<file path="src/rtl/assert_macros.svh">
// assertion helpers shared by the meter rtl
`ifndef ASSERT_MACROS_SVH
`define ASSERT_MACROS_SVH

// plain property, checked on the rising clock, off while reset is asserted
`define RPAM_ASSERT(label, clk, rst_n, prop) \
  label: assert property (@(posedge clk) disable iff (!rst_n) (prop)) \
    else $error("assertion %m failed");

// same-cycle implication
`define RPAM_ASSERT_IMP(label, clk, rst_n, ante, cons) \
  label: assert property (@(posedge clk) disable iff (!rst_n) (ante) |-> (cons)) \
    else $error("assertion %m failed");

`endif

</file>
<file path="src/rtl/rpam_pkg.sv">
// ----------------------------------------------------------------------------
// rpam_pkg
// Shared widths, constants and codes of the signal-strength meter.
// ----------------------------------------------------------------------------
`timescale 1ns / 1ps
`default_nettype none

package rpam_pkg;

  localparam int RSSI_W      = 9;
  localparam int LIMIT_W     = 16;
  localparam int CFG_W       = 16;
  localparam int CFG_IDX_W   = 1;
  localparam int MAX_SAMPLES = 4095;

  // count holds 0..MAX_SAMPLES, sum needs the sample width on top of it
  localparam int CNT_W      = $clog2(MAX_SAMPLES + 1);
  localparam int SUM_W      = CNT_W + RSSI_W;
  localparam int DIVD_W     = SUM_W - 1;
  localparam int DIV_STEP_W = $clog2(DIVD_W);

  localparam logic signed [RSSI_W-1:0] RSSI_FLOOR = -9'sd175;

  localparam logic [CFG_IDX_W-1:0] REG_AVERAGE_MODE = 1'b0;
  localparam logic [CFG_IDX_W-1:0] REG_REPORT_LIMIT = 1'b1;

  localparam logic REQ_SAMPLE = 1'b0;
  localparam logic REQ_TICK   = 1'b1;

  typedef enum logic [1:0] {
    ST_IDLE = 2'b01,
    ST_DIV  = 2'b10
  } state_e;

endpackage

`default_nettype wire

</file>
<file path="src/rtl/rpam_div.sv">
// ----------------------------------------------------------------------------
// rpam_div
// Restoring serial divider, one quotient bit per cycle, unsigned operands.
// ----------------------------------------------------------------------------
`timescale 1ns / 1ps
`default_nettype none
`include "assert_macros.svh"

module rpam_div (
  input  wire logic                         clk_i,
  input  wire logic                         rst_ni,
  input  wire logic                         start_i,
  input  wire logic [rpam_pkg::DIVD_W-1:0]  dividend_i,
  input  wire logic [rpam_pkg::CNT_W-1:0]   divisor_i,
  output logic                              busy_o,
  output logic                              done_o,
  output logic [rpam_pkg::DIVD_W-1:0]       quot_o
);
  import rpam_pkg::*;

  logic                  busy_q, busy_d;
  logic                  done_q, done_d;
  logic [DIV_STEP_W-1:0] step_q, step_d;
  logic [CNT_W-1:0]      rem_q, rem_d;
  logic [CNT_W-1:0]      dsr_q, dsr_d;
  logic [DIVD_W-1:0]     quo_q, quo_d;

  logic [CNT_W:0] trial;
  logic [CNT_W:0] diff;
  logic           ge;

  // dividend bits shift out of quo_q while quotient bits shift in
  assign trial = {rem_q, quo_q[DIVD_W-1]};
  assign diff  = trial - {1'b0, dsr_q};
  assign ge    = (trial >= {1'b0, dsr_q});

  always_comb begin
    busy_d = busy_q;
    done_d = 1'b0;
    step_d = step_q;
    rem_d  = rem_q;
    dsr_d  = dsr_q;
    quo_d  = quo_q;
    if (start_i) begin
      busy_d = 1'b1;
      step_d = DIV_STEP_W'(DIVD_W - 1);
      rem_d  = '0;
      dsr_d  = divisor_i;
      quo_d  = dividend_i;
    end else if (busy_q) begin
      rem_d = ge ? diff[CNT_W-1:0] : trial[CNT_W-1:0];
      quo_d = {quo_q[DIVD_W-2:0], ge};
      step_d = step_q - 1'b1;
      if (step_q == '0) begin
        busy_d = 1'b0;
        done_d = 1'b1;
      end
    end
  end

  always_ff @(posedge clk_i or negedge rst_ni) begin
    if (!rst_ni) begin
      busy_q <= 1'b0;
      done_q <= 1'b0;
      step_q <= '0;
    end else begin
      busy_q <= busy_d;
      done_q <= done_d;
      step_q <= step_d;
    end
  end

  always_ff @(posedge clk_i) begin
    rem_q <= rem_d;
    dsr_q <= dsr_d;
    quo_q <= quo_d;
  end

  assign busy_o = busy_q;
  assign done_o = done_q;
  assign quot_o = quo_q;

  `RPAM_ASSERT_IMP(a_no_restart_busy, clk_i, rst_ni, start_i, !busy_q)
  `RPAM_ASSERT(a_done_after_busy, clk_i, rst_ni, done_q |-> $past(busy_q))
  `RPAM_ASSERT_IMP(a_step_in_range, clk_i, rst_ni, busy_q, (step_q <= DIV_STEP_W'(DIVD_W - 1)))

endmodule

`default_nettype wire

</file>
<file path="src/rtl/rssi_peak_average_meter_unit.sv">
// ----------------------------------------------------------------------------
// rssi_peak_average_meter_unit
// Interval peak / average meter for signed signal-strength samples.
// ----------------------------------------------------------------------------
// Input channel (in_valid_i / in_stall_o): req_type_i 0 carries a sample in
// rssi_sample_i, 1 closes the interval. Output channel (out_valid_o /
// out_stall_i) carries one report per interval end taken before the run is over.
// A sample gives no report and is taken back to back while in_stall_o is low.
// An interval end in peak mode, or in average mode with no samples, puts the
// report on the output register the cycle after it is accepted.
// An interval end in average mode with samples runs the serial divider, one
// quotient bit per cycle; the report is registered when the divider is done,
// and the input is stalled meanwhile.
// The user makes config writes (cfg_we_i, cfg_addr_i, cfg_wdata_i) only while
// the block is idle (not enforced); a report limit write starts a new run.
// Reset leaves peak mode, endless run, empty interval, no pending report.
// While the receiver stalls, the report holds and samples are still taken,
// but the next interval end waits until the report is gone.
// ----------------------------------------------------------------------------
`timescale 1ns / 1ps
`default_nettype none
`include "assert_macros.svh"

module rssi_peak_average_meter_unit (
  input  wire logic                                 clk_i,
  input  wire logic                                 rst_ni,
  input  wire logic                                 cfg_we_i,
  input  wire logic [rpam_pkg::CFG_IDX_W-1:0]       cfg_addr_i,
  input  wire logic [rpam_pkg::CFG_W-1:0]           cfg_wdata_i,
  input  wire logic                                 in_valid_i,
  output logic                                      in_stall_o,
  input  wire logic                                 req_type_i,
  input  wire logic signed [rpam_pkg::RSSI_W-1:0]   rssi_sample_i,
  output logic                                      out_valid_o,
  input  wire logic                                 out_stall_i,
  output logic signed [rpam_pkg::RSSI_W-1:0]        rssi_report_o,
  output logic                                      empty_interval_o,
  output logic                                      run_done_o
);
  import rpam_pkg::*;

  state_e                     state_q, state_d;
  logic                       avg_mode_q, avg_mode_d;
  logic [LIMIT_W-1:0]         left_q, left_d;
  logic                       finished_q, finished_d;
  logic signed [RSSI_W-1:0]   peak_q, peak_d;
  logic signed [SUM_W-1:0]    sum_q, sum_d;
  logic [CNT_W-1:0]           count_q, count_d;
  logic                       out_valid_q, out_valid_d;
  logic signed [RSSI_W-1:0]   report_q, report_d;
  logic                       empty_q, empty_d;
  logic                       done_q, done_d;
  logic                       neg_q, neg_d;
  logic                       pend_done_q, pend_done_d;

  logic                       in_acc;
  logic                       smp;
  logic                       tick;
  logic                       use_div;
  logic                       last;
  logic [SUM_W-1:0]           sum_abs;
  logic                       div_busy;
  logic                       div_done;
  logic [DIVD_W-1:0]          div_quot;
  logic [RSSI_W-1:0]          quot_lo;
  logic signed [RSSI_W-1:0]   mean;

  // an interval end waits for the previous report to leave
  assign in_stall_o = (state_q != ST_IDLE) || (out_valid_q && (req_type_i == REQ_TICK));
  assign in_acc     = in_valid_i && !in_stall_o;
  assign smp        = in_acc && !finished_q && (req_type_i == REQ_SAMPLE);
  assign tick       = in_acc && !finished_q && (req_type_i == REQ_TICK);
  assign use_div    = tick && avg_mode_q && (count_q != '0);
  assign last       = (left_q == LIMIT_W'(1));

  assign sum_abs = sum_q[SUM_W-1] ? (SUM_W'(0) - sum_q) : sum_q;

  rpam_div u_div (
    .clk_i      (clk_i),
    .rst_ni     (rst_ni),
    .start_i    (use_div),
    .dividend_i (sum_abs[DIVD_W-1:0]),
    .divisor_i  (count_q),
    .busy_o     (div_busy),
    .done_o     (div_done),
    .quot_o     (div_quot)
  );

  // quotient magnitude never exceeds 256, so the low bits carry it
  assign quot_lo = div_quot[RSSI_W-1:0];
  assign mean    = neg_q ? signed'(RSSI_W'(0) - quot_lo) : signed'(quot_lo);

  always_comb begin
    state_d     = state_q;
    avg_mode_d  = avg_mode_q;
    left_d      = left_q;
    finished_d  = finished_q;
    peak_d      = peak_q;
    sum_d       = sum_q;
    count_d     = count_q;
    out_valid_d = out_valid_q;
    report_d    = report_q;
    empty_d     = empty_q;
    done_d      = done_q;
    neg_d       = neg_q;
    pend_done_d = pend_done_q;

    if (out_valid_q && !out_stall_i) begin
      out_valid_d = 1'b0;
    end

    if (smp) begin
      if (avg_mode_q) begin
        if (count_q < CNT_W'(MAX_SAMPLES)) begin
          count_d = count_q + 1'b1;
          sum_d   = sum_q + SUM_W'(rssi_sample_i);
        end
      end else if (rssi_sample_i[RSSI_W-1] && (rssi_sample_i > peak_q)) begin
        peak_d = rssi_sample_i;
      end
    end

    if (tick) begin
      if (left_q != '0) begin
        left_d     = left_q - 1'b1;
        finished_d = last;
      end
      peak_d  = RSSI_FLOOR;
      sum_d   = '0;
      count_d = '0;
      if (use_div) begin
        state_d     = ST_DIV;
        neg_d       = sum_q[SUM_W-1];
        pend_done_d = (left_q != '0) && last;
      end else begin
        out_valid_d = 1'b1;
        report_d    = avg_mode_q ? RSSI_FLOOR : peak_q;
        empty_d     = avg_mode_q;
        done_d      = (left_q != '0) && last;
      end
    end

    if (div_done) begin
      state_d     = ST_IDLE;
      out_valid_d = 1'b1;
      report_d    = mean;
      empty_d     = 1'b0;
      done_d      = pend_done_q;
    end

    if (cfg_we_i) begin
      case (cfg_addr_i)
        REG_AVERAGE_MODE: avg_mode_d = cfg_wdata_i[0];
        REG_REPORT_LIMIT: begin
          left_d     = cfg_wdata_i[LIMIT_W-1:0];
          finished_d = 1'b0;
        end
        default: ;
      endcase
    end
  end

  always_ff @(posedge clk_i or negedge rst_ni) begin
    if (!rst_ni) begin
      state_q     <= ST_IDLE;
      avg_mode_q  <= 1'b0;
      left_q      <= '0;
      finished_q  <= 1'b0;
      peak_q      <= RSSI_FLOOR;
      sum_q       <= '0;
      count_q     <= '0;
      out_valid_q <= 1'b0;
    end else begin
      state_q     <= state_d;
      avg_mode_q  <= avg_mode_d;
      left_q      <= left_d;
      finished_q  <= finished_d;
      peak_q      <= peak_d;
      sum_q       <= sum_d;
      count_q     <= count_d;
      out_valid_q <= out_valid_d;
    end
  end

  always_ff @(posedge clk_i) begin
    report_q    <= report_d;
    empty_q     <= empty_d;
    done_q      <= done_d;
    neg_q       <= neg_d;
    pend_done_q <= pend_done_d;
  end

  assign out_valid_o      = out_valid_q;
  assign rssi_report_o    = report_q;
  assign empty_interval_o = empty_q;
  assign run_done_o       = done_q;

  `RPAM_ASSERT_IMP(a_stall_in_div, clk_i, rst_ni, (state_q == ST_DIV), in_stall_o)
  `RPAM_ASSERT_IMP(a_done_only_in_div, clk_i, rst_ni, div_done, (state_q == ST_DIV))
  `RPAM_ASSERT_IMP(a_div_start_out_free, clk_i, rst_ni, use_div, (!out_valid_q && !div_busy))

endmodule

`default_nettype wire

</file>
<file path="config.mk">
export PLATFORM = sky130hd
export DESIGN_NAME = rssi_peak_average_meter_unit
export DESIGN_NICKNAME = d
export VERILOG_FILES = /design/src/rtl/rpam_pkg.sv /design/src/rtl/rpam_div.sv /design/src/rtl/rssi_peak_average_meter_unit.sv
export VERILOG_INCLUDE_DIRS = /design/src /design/src/rtl
export SDC_FILE = /design/constraint.sdc
export NUM_CORES = 1
export LEC_CHECK = 0
export BUFFER_PORTS_ARGS = -buffer_cell sky130_fd_sc_hd__clkbuf_2
export CAP_MARGIN = 5
export CORE_MARGIN = 4
export CORE_UTILIZATION = 28
export DETAILED_ROUTE_END_ITERATION = 10
export PLACE_DENSITY = 0.47
export SLEW_MARGIN = 40
export SYNTH_ARGS = -nofsm -noshare
export SYNTH_HDL_FRONTEND = slang
export SYNTH_SLANG_ARGS = --single-unit
export TNS_END_PERCENT = 5
</file>
<file path="constraint.sdc">
create_clock -name clk_i -period 3.7 [get_ports clk_i]
set_clock_uncertainty 0.15 [all_clocks]
set_input_delay 0.185 -clock clk_i [delete_from_list [all_inputs] [get_ports clk_i]]
set_output_delay 0.185 -clock clk_i [all_outputs]
set_load 0.02 [all_outputs]
</file>
Word level (Yosys, flattened, before mapping)
Cells that the tools add are included.

Equality and inequality tests: 4. Add/subtract/negate cells: 7. Bitwise logic cells: 3. $lt $le $gt $ge: 3. Reductions and logical operators: 31. Multiplexer cells: 47.

Operators by type and width (number): 2-to-1 mux 21 bit (4); 2-to-1 mux 9 bit (9); 2-to-1 mux 16 bit (4); 2-to-1 mux 12 bit (5); 2-to-1 mux 20 bit (3); adder 21 x 9 -> 21 bit (1); subtractor 1 x 20 -> 20 bit, first input constant (1); 2-to-1 mux 1 bit (17); equality test 16 x 1 -> 1 bit, second input constant (1); nonzero test 16 bit (1); subtractor 16 x 1 -> 16 bit, second input constant (1); nonzero test 2 bit (7); greater-or-equal comparator 13 x 12 -> 1 bit (1); adder 12 x 1 -> 12 bit, second input constant (1); less-than comparator 12 bit, second input constant (1); nonzero test 12 bit (1); subtractor 12 bit (1); logical AND 1 bit (10); 2-to-1 mux 5 bit (2); AND reduction 2 bit (5); greater-than comparator 9 bit (1); subtractor 1 x 9 -> 9 bit, first input constant (1); 2-to-1 mux 2 bit (3); AND reduction 3 bit (2); 7 further kinds (12).

Logic and storage cells: 114. Output and inout port bits: 13. Register bits: 127.

Depth between registers and ports, before layout
Gate-level depths: netlist of the first run.

Word-level depth: 11. Mapped depth: 10. Mapped depth without buffers: 10.

By module
A second synthesis of the first run with hierarchy kept.

Cell total of the unflattened synthesis: 844. Area total of the unflattened synthesis: 7921.3 um^2.

By module, submodules not included: rssi_peak_average_meter_unit (area each 5168.7 um^2, times used 1, cells each 594, sequential area each 1963.1 um^2); rpam_div (area each 2752.6 um^2, times used 1, cells each 250, sequential area each 1376.3 um^2).

Worst setup path after synthesis of the first run
No wires, ideal clock.

Kind: reg2reg. Start: reg sum_q[6]. End: reg u_div.quo_q[17], in the netlist u_div.quot_o[17], data pin. Stages on the path, launching flop included: 7. Arrival: 2.200 ns. Setup time: 0.256 ns. Slack: 1.094 ns. Buffers on the path: 0. Cell sequence: dfrtp_1 or4_1 or3_4 or4_4 o31ai_4 xor2_1 o21ai_1.

Cells in the longest elaborated chain, start to end: 3.

Ends and longest elaborated chain: start: declaration (RTL line rssi_peak_average_meter_unit.sv:47) `logic signed [SUM_W-1:0] sum_q, sum_d;`; start signal: assignment (RTL line rssi_peak_average_meter_unit.sv:179) `sum_q <= sum_d;`; subtractor 1 x 20 -> 20 bit (RTL line rssi_peak_average_meter_unit.sv:76) `assign sum_abs = sum_q[SUM_W-1] ? (SUM_W'(0) - sum_q) : sum_q;`; 2-to-1 mux 20 bit (RTL line rssi_peak_average_meter_unit.sv:76); 2-to-1 mux 20 bit (RTL line rpam_div.sv:44) `if (start_i) begin`; net u_div.quo_d[17] (RTL line rpam_div.sv:26) `logic [DIVD_W-1:0] quo_q, quo_d;`; end signal: assignment (RTL line rpam_div.sv:76) `quo_q <= quo_d;`; end: declaration (RTL line rpam_div.sv:26).

The timed path passes the listed nets, and every way through them passes these cells. A chain may end at the register's enable or synchronous reset.

Worst setup path in the final report of the first run
Start: reg sum_q[0]. End: reg sum_q[18].

Cells in the longest elaborated chain, start to end: 5.

Ends and longest elaborated chain: adder 21 x 9 -> 21 bit (RTL line rssi_peak_average_meter_unit.sv:116) `sum_d = sum_q + SUM_W'(rssi_sample_i);`; 2-to-1 mux 21 bit (RTL line rssi_peak_average_meter_unit.sv:114) `if (count_q < CNT_W'(MAX_SAMPLES)) begin`; 2-to-1 mux 21 bit (RTL line rssi_peak_average_meter_unit.sv:113) `if (avg_mode_q) begin`; 2-to-1 mux 21 bit (RTL line rssi_peak_average_meter_unit.sv:112) `if (smp) begin`; 2-to-1 mux 21 bit (RTL line rssi_peak_average_meter_unit.sv:123) `if (tick) begin`.

No other way between the ends. The select of a mux whose other input is x is not followed.

==> results.md, run 1 <==
- WL/cell: 15.1 microns
- Maximum clock rate: 338 MHz
- First-pass iteration count of the detailed router: 4
- CP max FO: 4
- Post-CTS setup buffer count: 0
- Unique masters post-synth: 65
- Maximum ir drop on the vdd rail: between 0.0002 and 0.0003 V
- Final setup viols: 0
- Clock transition time at the flip-flop clock pins of the worst setup and hold paths: ~0.060 ns
- Leading cell type by number of instances after synthesis: sky130_fd_sc_hd__nand2_1
- CP arrival: between 3 and 4 ns
- Die Area: slightly above 30000 sq um
- Count of standard-cell rows: 60
- Post-Synthesis Mean Instance Area: between 9 and 10 sq um
- Leakage: 4.01 nW
- Total nets after synthesis: a little over 900
- Global-route wire length before repair: between 30000 and 40000 microns
- Leading post-synthesis cells by cell area: sky130_fd_sc_hd__dfrtp_1 (21%), sky130_fd_sc_hd__edfxtp_1 (17%), sky130_fd_sc_hd__ha_1 (8.0%), sky130_fd_sc_hd__nand2_1 (5.3%), sky130_fd_sc_hd__xnor2_1 (4.7%)
- Clock period minus final worst setup slack: between 2 and 3 ns
- Global placer's final weighted congestion: 0.804
- Crit path required time: approximately 3.8 ns
- Number of global-route vias before repair: approximately 6400
- Slowest stage cell, crit path: sky130_fd_sc_hd__a211oi_1
- Count of hold buffers inserted by post-cts repair: 28
- CTS Sinks: around 130
- WL final: 19700 microns
- IO buf count: 44
- Crit path capture type: flop
- CTS tree: done
- Total clock buffers created by CTS: 17
- Horizontal die dimension: between 150 and 200 microns
- Slew of the pin with the lowest slew margin: roughly 0.8 ns
- Instance count on the critical path: 10
- Top Ports: 45
- Total global-route track usage: a little over an eighth
- RSZ-0062 raised after global routing: false
- Slew margin rel.: between 40 and 50%
- Clock latency on the worst-skew pair: around 0.43 ns
- First-iteration detailed-routing DRC count: slightly below 300
- Vertical die dimension: 175 microns
- Initial Util: ~29%
- Switching power summed over all nets: around 0.0027 W
- Power density over cell area: ~730 nW/um^2
- Relative contribution of sequential cells to total power: between 30 and 40%
- Total number of nets in the final design: about 1000
- Depth of the worst hold-timing path: 3
- Detail-routed via count per cell: 4.74
- Number of gates resized after cts: 0
- Fraction of synthesis flops using an asynchronous set or reset pin: around 55%
- # fillers: between 2000 and 3000
- Maximum level of the CTS H-tree: 4
- Count of flip-flops with a built-in enable after synthesis: 44
- Antenna violations before repair: 0
- Internal power component: 0.00411 W
- Post-synthesis cell count: 847
- Largest net degree at the start of global routing: between 70 and 80
- Via total after detailed routing: a little over 6000
- Area delta synth->final: 19.5%
- Maximum single-stage delay on the critical path: between 0.5 and 0.6 ns
- Top flip-flop cell by instance count after synthesis: sky130_fd_sc_hd__dfrtp_1
- Result of the run: finished clean
- Area of the placeable core: approximately 27000 sq um
- Worst path cell trace: ha_1, inv_1, fa_1, nor2b_1, o2111ai_1, a211oi_1, o21ai_0, a21oi_1, mux2i_1, o311ai_0
- Slack of the worst reg-to-reg path: between 0.7 and 0.8 ns
- Fraction of post-synthesis cell area in the top cell type by area: just over 20%
- Number of design rule violations left after detail routing: 0
- Detail Placement HPWL: ~14000 microns
- Netlist area before placement: roughly 8000 sq um
- Category of the critical setup timing path: reg -> reg
- Hold crit path type: in -> reg
- Family with the most delay on the worst path: compound AO/OA/AOI/OAI gates
- Most instantiated cells after synthesis: sky130_fd_sc_hd__nand2_1 (111), sky130_fd_sc_hd__nor2_1 (74), sky130_fd_sc_hd__dfrtp_1 (65)
- Setup crit start kind: flop
- Synthesis-stage register bit count: between 100 and 150
- CP Buf/Inv Count: 1
- Net switching share of the total power: about two fifths
- Logic gate share of total power: around two fifths
- CTS Buffer Depth: 2
- Overall power of the completed layout: a little under 0.007 W
- GR Overflow Total: 0
- Post-Route Setup TNS: 0 ns
- Synthesis warning total: 0
- Maximum Capacitance Violations: 0
- Routed Antenna Nets: 0
- Fin. Hold Viols: 0
- Fin. max-slew vios: 0
- Share of layout cells above drive strength 1: about an eighth
- Antenna diodes: 0
- Cell type contributing the most total cell area after synthesis: sky130_fd_sc_hd__dfrtp_1
- Clock root buffer master: sky130_fd_sc_hd__clkbuf_16
- Final period utilization: approximately four fifths
- Clk network pwr share: between 20% and 30%
- Part of the Yosys area used for sequential elements: between 40% and 50%
- Worst R2R Path Depth: 10
flip-flops by register name (all words and copies together) (netlist names), 2 cells and up:
signal,flops
u_div.quot_o,20
count_q,12
u_div.step_q,5
left_q,16
peak_q,9
sum_q,21
state_q,2
u_div.dsr_q,12
rssi_report_o,9
u_div.rem_q,12
kinds of logic (layout without fill, tap and decap cells):
group,Yosys count,count (layout),synth area share (%)
AND/OR/NAND/NOR,292,292,17.5
AO/OA/AOI/OAI,210,210,16.7
flip-flops,127,127,42.7
XOR/XNOR,75,75,8.39
buffers and inverters,74,161,4.03
adder cells (fa/ha/maj),52,52,8.50
multiplexers,17,17,2.24
cell type report:
type | instances | area, sq um | share of cell area, %
timing repair buffer | 83 | 589 | 6.30
sequential | 127 | 3340 | 35.7
multi-input combinational | 646 | 4210 | 45.0
inverter | 46 | 173 | 1.85
clock buffer | 19 | 454 | 4.86
clock inverter | 13 | 123 | 1.31
tap | 372 | 465 | 4.98
final timing paths:
check                            endpoint           start
max                             sum_q[18]        sum_q[0]
min                            avg_mode_q        cfg_we_i
max reg2reg                     sum_q[18]        sum_q[0]
min reg2reg                u_div.rem_q[7]  u_div.rem_q[6]
max in group asynchronous       sum_q[20]          rst_ni
min in group asynchronous       left_q[8]          rst_ni
worst register-to-register path: cells and delay by family (launching register included):
kind / cells / cell delay (ns)
compound gates: 5 / 1.26
fa+ha+maj: 2 / 0.59
buf+inv: 1 / 0.05
flops: 1 / 0.40
mux: 1 / 0.19
simple gates: 1 / 0.18
power groups by stage:
stage / clock (W) / combinational [W] / sequential, W
after floorplan: 0 / 0.00214 / 0.00227
after global placement: 0 / 0.00280 / 0.00238
after detailed placement: 0 / 0.00280 / 0.00238
after CTS: 0.00171 / 0.00284 / 0.00235
after global routing: 0.00177 / 0.00324 / 0.00241
final: 0.00166 / 0.00282 / 0.00235
per-stage QoR:
| stage | std cells | instance area, sq um | hold slack [ns] | utilization [%] | setup WS [ns] |
|---|---|---|---|---|---|
| 5_1_grt | 1306 | 9350 | 0.0694 | 34.3 | 0.424 |
| 4_1_cts | 1306 | 9350 | 0.0348 | 34.3 | 0.763 |
| 3_3_place_gp | 1246 | 8470 | 0.246 | 31.1 | 0.815 |
| 3_5_place_dp | 1246 | 8490 | 0.124 | 31.1 | 0.769 |
| 6_report | 1306 | 9350 | 0.0599 | 34.3 | 0.738 |
| 2_1_floorplan | 847 | 7830 | -0.261 | - | 1.09 |
layout by cell type (no fill, tap or decap), types with 15 or more instances in the layout:
| master | n |
|---|---|
| sky130_fd_sc_hd__a21o_1 | 15 |
| sky130_fd_sc_hd__a21oi_1 | 54 |
| sky130_fd_sc_hd__clkbuf_16 | 18 |
| sky130_fd_sc_hd__clkbuf_2 | 43 |
| sky130_fd_sc_hd__dfrtp_1 | 65 |
| sky130_fd_sc_hd__dlygate4sd3_1 | 28 |
| sky130_fd_sc_hd__edfxtp_1 | 44 |
| sky130_fd_sc_hd__ha_1 | 50 |
| sky130_fd_sc_hd__inv_1 | 44 |
| sky130_fd_sc_hd__nand2_1 | 110 |
| sky130_fd_sc_hd__nand3_1 | 15 |
| sky130_fd_sc_hd__nor2_1 | 74 |
| sky130_fd_sc_hd__nor3_1 | 19 |
| sky130_fd_sc_hd__o21ai_0 | 60 |
| sky130_fd_sc_hd__o31ai_1 | 16 |
| sky130_fd_sc_hd__xnor2_1 | 42 |
| sky130_fd_sc_hd__xor2_1 | 33 |
layer usage:
metal  part of all wire, %  routed length (microns)  track usage [%]
met3                   2.1                      408             1.99
met4                   1.3                      259             4.22
met1                    49                     9700             18.3
met2                    47                     9320             21.9
met5                     0                        0                0
Power figures use the tool's default switching activity.
==> run 2, diff against run 1 <==
--- a/config.mk
+++ b/config.mk
@@ -11,7 +11,7 @@
 export CORE_MARGIN = 4
 export CORE_UTILIZATION = 28
 export DETAILED_ROUTE_END_ITERATION = 10
-export PLACE_DENSITY = 0.47
+export PLACE_DENSITY = 0.48
 export SLEW_MARGIN = 40
 export SYNTH_ARGS = -nofsm -noshare
 export SYNTH_HDL_FRONTEND = slang
==> constraint.sdc (replaced) <==
create_clock -name clk_i -period 2.7 [get_ports clk_i]
set_clock_uncertainty 0.15 [all_clocks]
set_input_delay 0.135 -clock clk_i [delete_from_list [all_inputs] [get_ports clk_i]]
set_output_delay 0.135 -clock clk_i [all_outputs]
set_load 0.02 [all_outputs]
==> results.md, run 2 (synthesis results as in run 1) <==
- Result of the run: finished clean
- Crit path required time: around 2.7 ns
- Slew of the pin with the lowest slew margin: roughly 0.69 ns
- Leakage: around 4.2 nW
- Maximum single-stage delay on the critical path: ~0.54 ns
- WL final: 19600 microns
- Total number of nets in the final design: slightly above 1000
- Slack of the worst reg-to-reg path: approximately 0.060 ns
- Die Area: 30700 sq um
- Cell repeated most along the worst path: sky130_fd_sc_hd__or4_4
- Worst reg2reg startpoint: sum_q[6]
- IO buf count: 44
- Worst flop-to-flop path endpoint: u_div.quot_o[19]
- Detail Placement HPWL: about 14000 microns
- Share of layout cells above drive strength 1: 15.0%
- Antenna diodes: 0
- Count of standard-cell rows: 60
- CP max FO: 4
- Clock transition time at the flip-flop clock pins of the worst setup and hold paths: approximately 0.07 ns
- Worst R2R Path Depth: 6
- Global-route wire length before repair: around 33000 microns
- Via total after detailed routing: 6349
- End point of the critical path: u_div.quot_o[19]
- Post-Route Setup TNS: 0 ns
- Core utilization of the finished layout: about a third
- Register bank with the most flops: sum_q
- Slowest stage cell, crit path: sky130_fd_sc_hd__or4_4
- Area delta synth->final: 22.9%
- Crit path capture type: flop
- RSZ-0062 raised after global routing: true
- Clock latency on the worst-skew pair: ~0.42 ns
- Number of global-route vias before repair: 6318
- Horizontal die dimension: about 180 microns
- Place WS: -0.0476 ns
- Clock root buffer master: sky130_fd_sc_hd__clkbuf_16
- Total clock buffers created by CTS: 17
- Maximum Capacitance Violations: 0
- Final setup viols: 0
- Initial Util: between 20% and 30%
- CTS tree: done
- Most frequent standard cell in the layout excluding fill and tap cells: sky130_fd_sc_hd__nand2_1
- Worst path cell trace: or4_4, or3_4, or4_4, o21ai_2, xor2_1, o21ai_1
- Overall power of the completed layout: approximately 0.0096 W
- Maximum level of the CTS H-tree: 4
- Global placer's final weighted congestion: around 0.83
- CTS Buffer Depth: 2
- Fin. max-slew vios: 0
- Setup crit start kind: flop
- Total global-route track usage: 13.4%
- Number of design rule violations left after detail routing: 0
- Post-route worst setup slack: 0.0604 ns
- Power density over cell area: between 1000 and 1500 nW/um^2
- Category of the critical setup timing path: reg -> reg
- Routed Antenna Nets: 0
- Area of the placeable core: around 27000 sq um
- Worst hold slack: ~0.12 ns
- Fin. Hold Viols: 0
- First-pass iteration count of the detailed router: 4
- Detail-routed via count per cell: 4.76
- Slew margin rel.: a little over half
- Maximum clock rate: ~380 MHz
- Final period utilization: between 90% and 100%
- Clock period minus final worst setup slack: between 2 and 3 ns
- CTS Sinks: around 130
- Hold crit path type: in -> reg
- Max reg flops: 21
- Commonest cells after routing, fill and taps aside: sky130_fd_sc_hd__nand2_1 (111), sky130_fd_sc_hd__nor2_1 (74), sky130_fd_sc_hd__dfrtp_1 (65)
- First-iteration detailed-routing DRC count: 383
- Top Ports: 45
- Maximum ir drop on the vdd rail: roughly 0.00042 V
- Largest net degree at the start of global routing: 71
- WL/cell: approximately 15 microns
- CP arrival: approximately 2.7 ns
- Vertical die dimension: about 180 microns
- Source of the critical timing path: sum_q[6]
- GR Overflow Total: 0
- Antenna violations before repair: 0
[run 2: cell count changes in the layout (fill, tap and decap cells not counted), moves of 2 or more]
| cell | delta |
|---|---|
| sky130_fd_sc_hd__inv_8 | +5 |
| sky130_fd_sc_hd__inv_6 | +2 |
| sky130_fd_sc_hd__clkinv_4 | -2 |
| sky130_fd_sc_hd__inv_4 | -2 |
| sky130_fd_sc_hd__o21ai_2 | +2 |
| sky130_fd_sc_hd__buf_4 | +25 |
[run 2: report_power, final]
group          total [W]  internal [W]  switching, W
combinational    0.00418       0.00180       0.00238
sequential       0.00313       0.00268      0.000449
clock            0.00233       0.00134      0.000993
[run 2: metal layers]
layer	routed length (microns)	vias to the layer above	global-route usage [%]
li1	-	3231	-
met1	9800	3038	18.8
met2	9140	63	21.4
met3	447	17	2.40
met4	257	0	3.70
met5	0	-	0
[run 2: how the worst min path moves through the flow]
| stage | startpoint | cells past startpoint | end | slack [ns] |
|---|---|---|---|---|
| after floorplan | rst_ni | 0 | avg_mode_q | -0.31 |
| after global placement | out_stall_i | 2 | out_valid_o | 0.19 |
| after detailed placement | rst_ni | 1 | left_q[10] | 0.06 |
| after CTS | req_type_i | 4 | peak_q[6] | 0.09 |
| after global routing | cfg_addr_i | 5 | left_q[13] | 0.16 |
| final | req_type_i | 4 | peak_q[6] | 0.12 |
[run 2: final cells by class]
cell class              instances  area, sq um
clock buffers                  19          475
clock inverters                13          124
fillers                      2793        17600
inverters                      46          173
multi-input cells             646         4240
flip-flops and latches        127         3340
well taps                     372          465
repair buffers                110          807
[run 2: repair_timing]
item / CTS / global route
hold endpoints to repair: 97 / 0
gates resized for setup: 2 / 8
setup buffers: 0 / 0
pin swaps: 1 / 1
setup endpoints to repair: 1 / 10
hold buffers: 29 / 0
[run 2: metrics by stage]
step | cell area (sq um) | instances
after floorplan | 7830 | 847
after global placement | 8680 | 1272
after detailed placement | 8690 | 1272
after CTS | 9590 | 1333
after global routing | 9620 | 1333
final | 9620 | 1333
[run 2: worst max-delay path, delay by kind of cell, from the launching register on]
| kind | cells | cell delay, ns |
|---|---|---|
| AOI/OAI and AO/OA | 2 | 0.23 |
| xor gates and xnor gates | 1 | 0.18 |
| and+or+nand+nor | 3 | 1.43 |
| DFF | 1 | 0.39 |
==> run 3, diff against run 2 <==
--- a/config.mk
+++ b/config.mk
@@ -11,7 +11,6 @@
 export CORE_MARGIN = 4
 export CORE_UTILIZATION = 28
 export DETAILED_ROUTE_END_ITERATION = 10
-export PLACE_DENSITY = 0.48
 export SLEW_MARGIN = 40
 export SYNTH_ARGS = -nofsm -noshare
 export SYNTH_HDL_FRONTEND = slang
==> results.md, run 3 (synthesis results as in run 1) <==
- Result of the run: finished clean
- CTS Sinks: between 100 and 150
- Depth of the worst hold-timing path: 4
- Antenna violations before repair: 0
- Worst flop-to-flop path endpoint: u_div.quot_o[19]
- GR Overflow Total: 0
- Multi-input combinational cell area: around 4200 sq um
- Global placer's final weighted congestion: 0.859
- Maximum ir drop on the vdd rail: around 0.00052 V
- Slew of the pin with the lowest slew margin: ~0.68 ns
- Routed Antenna Nets: 0
- Min-delay src: req_type_i
- Initial Util: roughly 29%
- Commonest cells after routing, fill and taps aside: sky130_fd_sc_hd__nand2_1 (111), sky130_fd_sc_hd__nor2_1 (74), sky130_fd_sc_hd__dfrtp_1 (65)
- Maximum level of the CTS H-tree: 4
- WL/cell: ~14 microns
- Slack of the worst reg-to-reg path: 0.06 ns
- WL final: approximately 18000 microns
- Largest net degree at the start of global routing: 39
- Clock transition time at the flip-flop clock pins of the worst setup and hold paths: 0.06 ns
- Global-route wire length before repair: about 31000 microns
- Total number of nets in the final design: 1035
- Count of standard-cell rows: 60
- Horizontal die dimension: around 180 microns
- Detail-routed via count per cell: between 4 and 5
- Worst reg2reg startpoint: sum_q[6]
- Clock period minus final worst setup slack: approximately 2.6 ns
- Overall power of the completed layout: 0.00978 W
- Most frequent standard cell in the layout excluding fill and tap cells: sky130_fd_sc_hd__nand2_1
- Total global-route track usage: 12.4%
- Switching power summed over all nets: about 0.0036 W
- Total clock buffers created by CTS: 17
- Crit path required time: 2.70 ns
- # fillers: 2786
- Fin. max-slew vios: 0
- Fin. Hold Viols: 0
- Via total after detailed routing: approximately 6300
- Power density over cell area: 1010 nW/um^2
- Die Area: slightly above 30000 sq um
- Clock latency on the worst-skew pair: between 0.4 and 0.5 ns
- Setup crit start kind: flop
- Slew margin rel.: between 50% and 60%
- Final period utilization: approximately 100%
- Register bank with the most flops: sum_q
- Clock root buffer master: sky130_fd_sc_hd__clkbuf_16
- Max reg flops: 21
- Maximum Capacitance Violations: 0
- Antenna diodes: 0
- Crit path capture type: flop
- Net switching share of the total power: between 30% and 40%
- Share of layout cells above drive strength 1: between 10 and 15%
- Leakage: between 4 and 5 nW
- Internal power component: between 0.006 and 0.007 W
- Relative contribution of sequential cells to total power: roughly a third
- Area of the placeable core: around 27000 sq um
- Detail Placement HPWL: approximately 14000 microns
- IO buf count: 44
- CTS Buffer Depth: 2
- Hold crit path type: in -> reg
- CP arrival: approximately 2.6 ns
- End of the worst hold path: peak_q[4]
- Top Ports: 45
- Logic gate share of total power: about two fifths
- Worst R2R Path Depth: 6
- Register Area: 3340 sq um
- Number of global-route vias before repair: 6177
- CP max FO: 4
- First-iteration detailed-routing DRC count: between 300 and 400
- Vertical die dimension: around 180 microns
- First-pass iteration count of the detailed router: 5
- Clk network pwr share: 26.4%
- Maximum clock rate: 379 MHz
- CTS tree: done
- Final setup viols: 0
- Post-Route Setup TNS: 0 ns
- Area delta synth->final: 23.6%
- Category of the critical setup timing path: reg -> reg
- Number of design rule violations left after detail routing: 0
run 3: cell count changes in the layout (fill, tap and decap cells not counted), sizes merged:
cell	change
buf	+3
bufinv	+6
clkinv	+3
clkinvlp	+2
inv	-11
run 3: power by group through the flow:
stage	sequential [W]	clock, W	combinational (W)
6_report	0.00313	0.00259	0.00407
5_1_grt	0.00321	0.00273	0.00463
4_1_cts	0.00314	0.00264	0.00407
3_5_place_dp	0.00317	0	0.00401
3_3_place_gp	0.00316	0	0.00396
2_1_floorplan	0.00311	0	0.00293
run 3: what timing repair did:
item	CTS	global route
setup buffers	0	1
setup endpoints to repair	1	5
pin swaps	1	3
resized for setup	1	8
hold endpoints to repair	53	0
cloned	0	0
hold buffers	29	0
run 3: worst max-delay path, cell delays in order (launching register included):
cell and delay, ns:
sky130_fd_sc_hd__dfrtp_1 0.36, sky130_fd_sc_hd__or4_1 0.54, sky130_fd_sc_hd__or3_4 0.36, sky130_fd_sc_hd__or4_4 0.52, sky130_fd_sc_hd__o21ai_1 0.17, sky130_fd_sc_hd__xor2_1 0.20
sky130_fd_sc_hd__o21ai_1 0.07
run 3: metrics by stage:
step                utilization (%)  instance area (sq um)  hold slack [ns]  worst slack, ns  instances
floorplan                         -                   7830           -0.311           0.0941        847
global placement               31.9                   8680           0.0438          -0.0288       1274
detailed placement             31.9                   8680           0.0397          -0.0782       1274
CTS                            35.4                   9650           0.0890           0.0145       1335
global route                   35.5                   9670            0.131          -0.0265       1336
finish                         35.5                   9670            0.102           0.0622       1336
run 3: area by class of cell:
type | instances | share of cell area [%]
inverters | 46 | 1.78
repair buffers | 113 | 8.51
clock buffers | 19 | 4.47
clock inverters | 13 | 2.43
multi-input cells | 646 | 43.5
well taps | 372 | 4.81
flip-flops and latches | 127 | 34.5
run 3: worst max-delay path by stage:
stage / from / endpoint / slack (ns) / depth (start not counted)
3_5_place_dp: sum_q[0] / sum_q[18] / -0.08 / 11
4_1_cts: sum_q[0] / sum_q[18] / 0.01 / 11
5_1_grt: sum_q[0] / sum_q[18] / -0.03 / 11
2_1_floorplan: sum_q[6] / u_div.quot_o[17] / 0.09 / 6
6_report: sum_q[6] / u_div.quot_o[19] / 0.06 / 6
3_3_place_gp: sum_q[0] / sum_q[18] / -0.03 / 11
run 3: metal layers:
layer / wire [microns] / global-route usage, % / vias up
met4: 262 / 3.63 / 0
met5: 0 / 0 / -
met3: 573 / 2.44 / 18
met1: 8880 / 16.9 / 2980
met2: 8590 / 19.9 / 87
li1: - / - / 3228
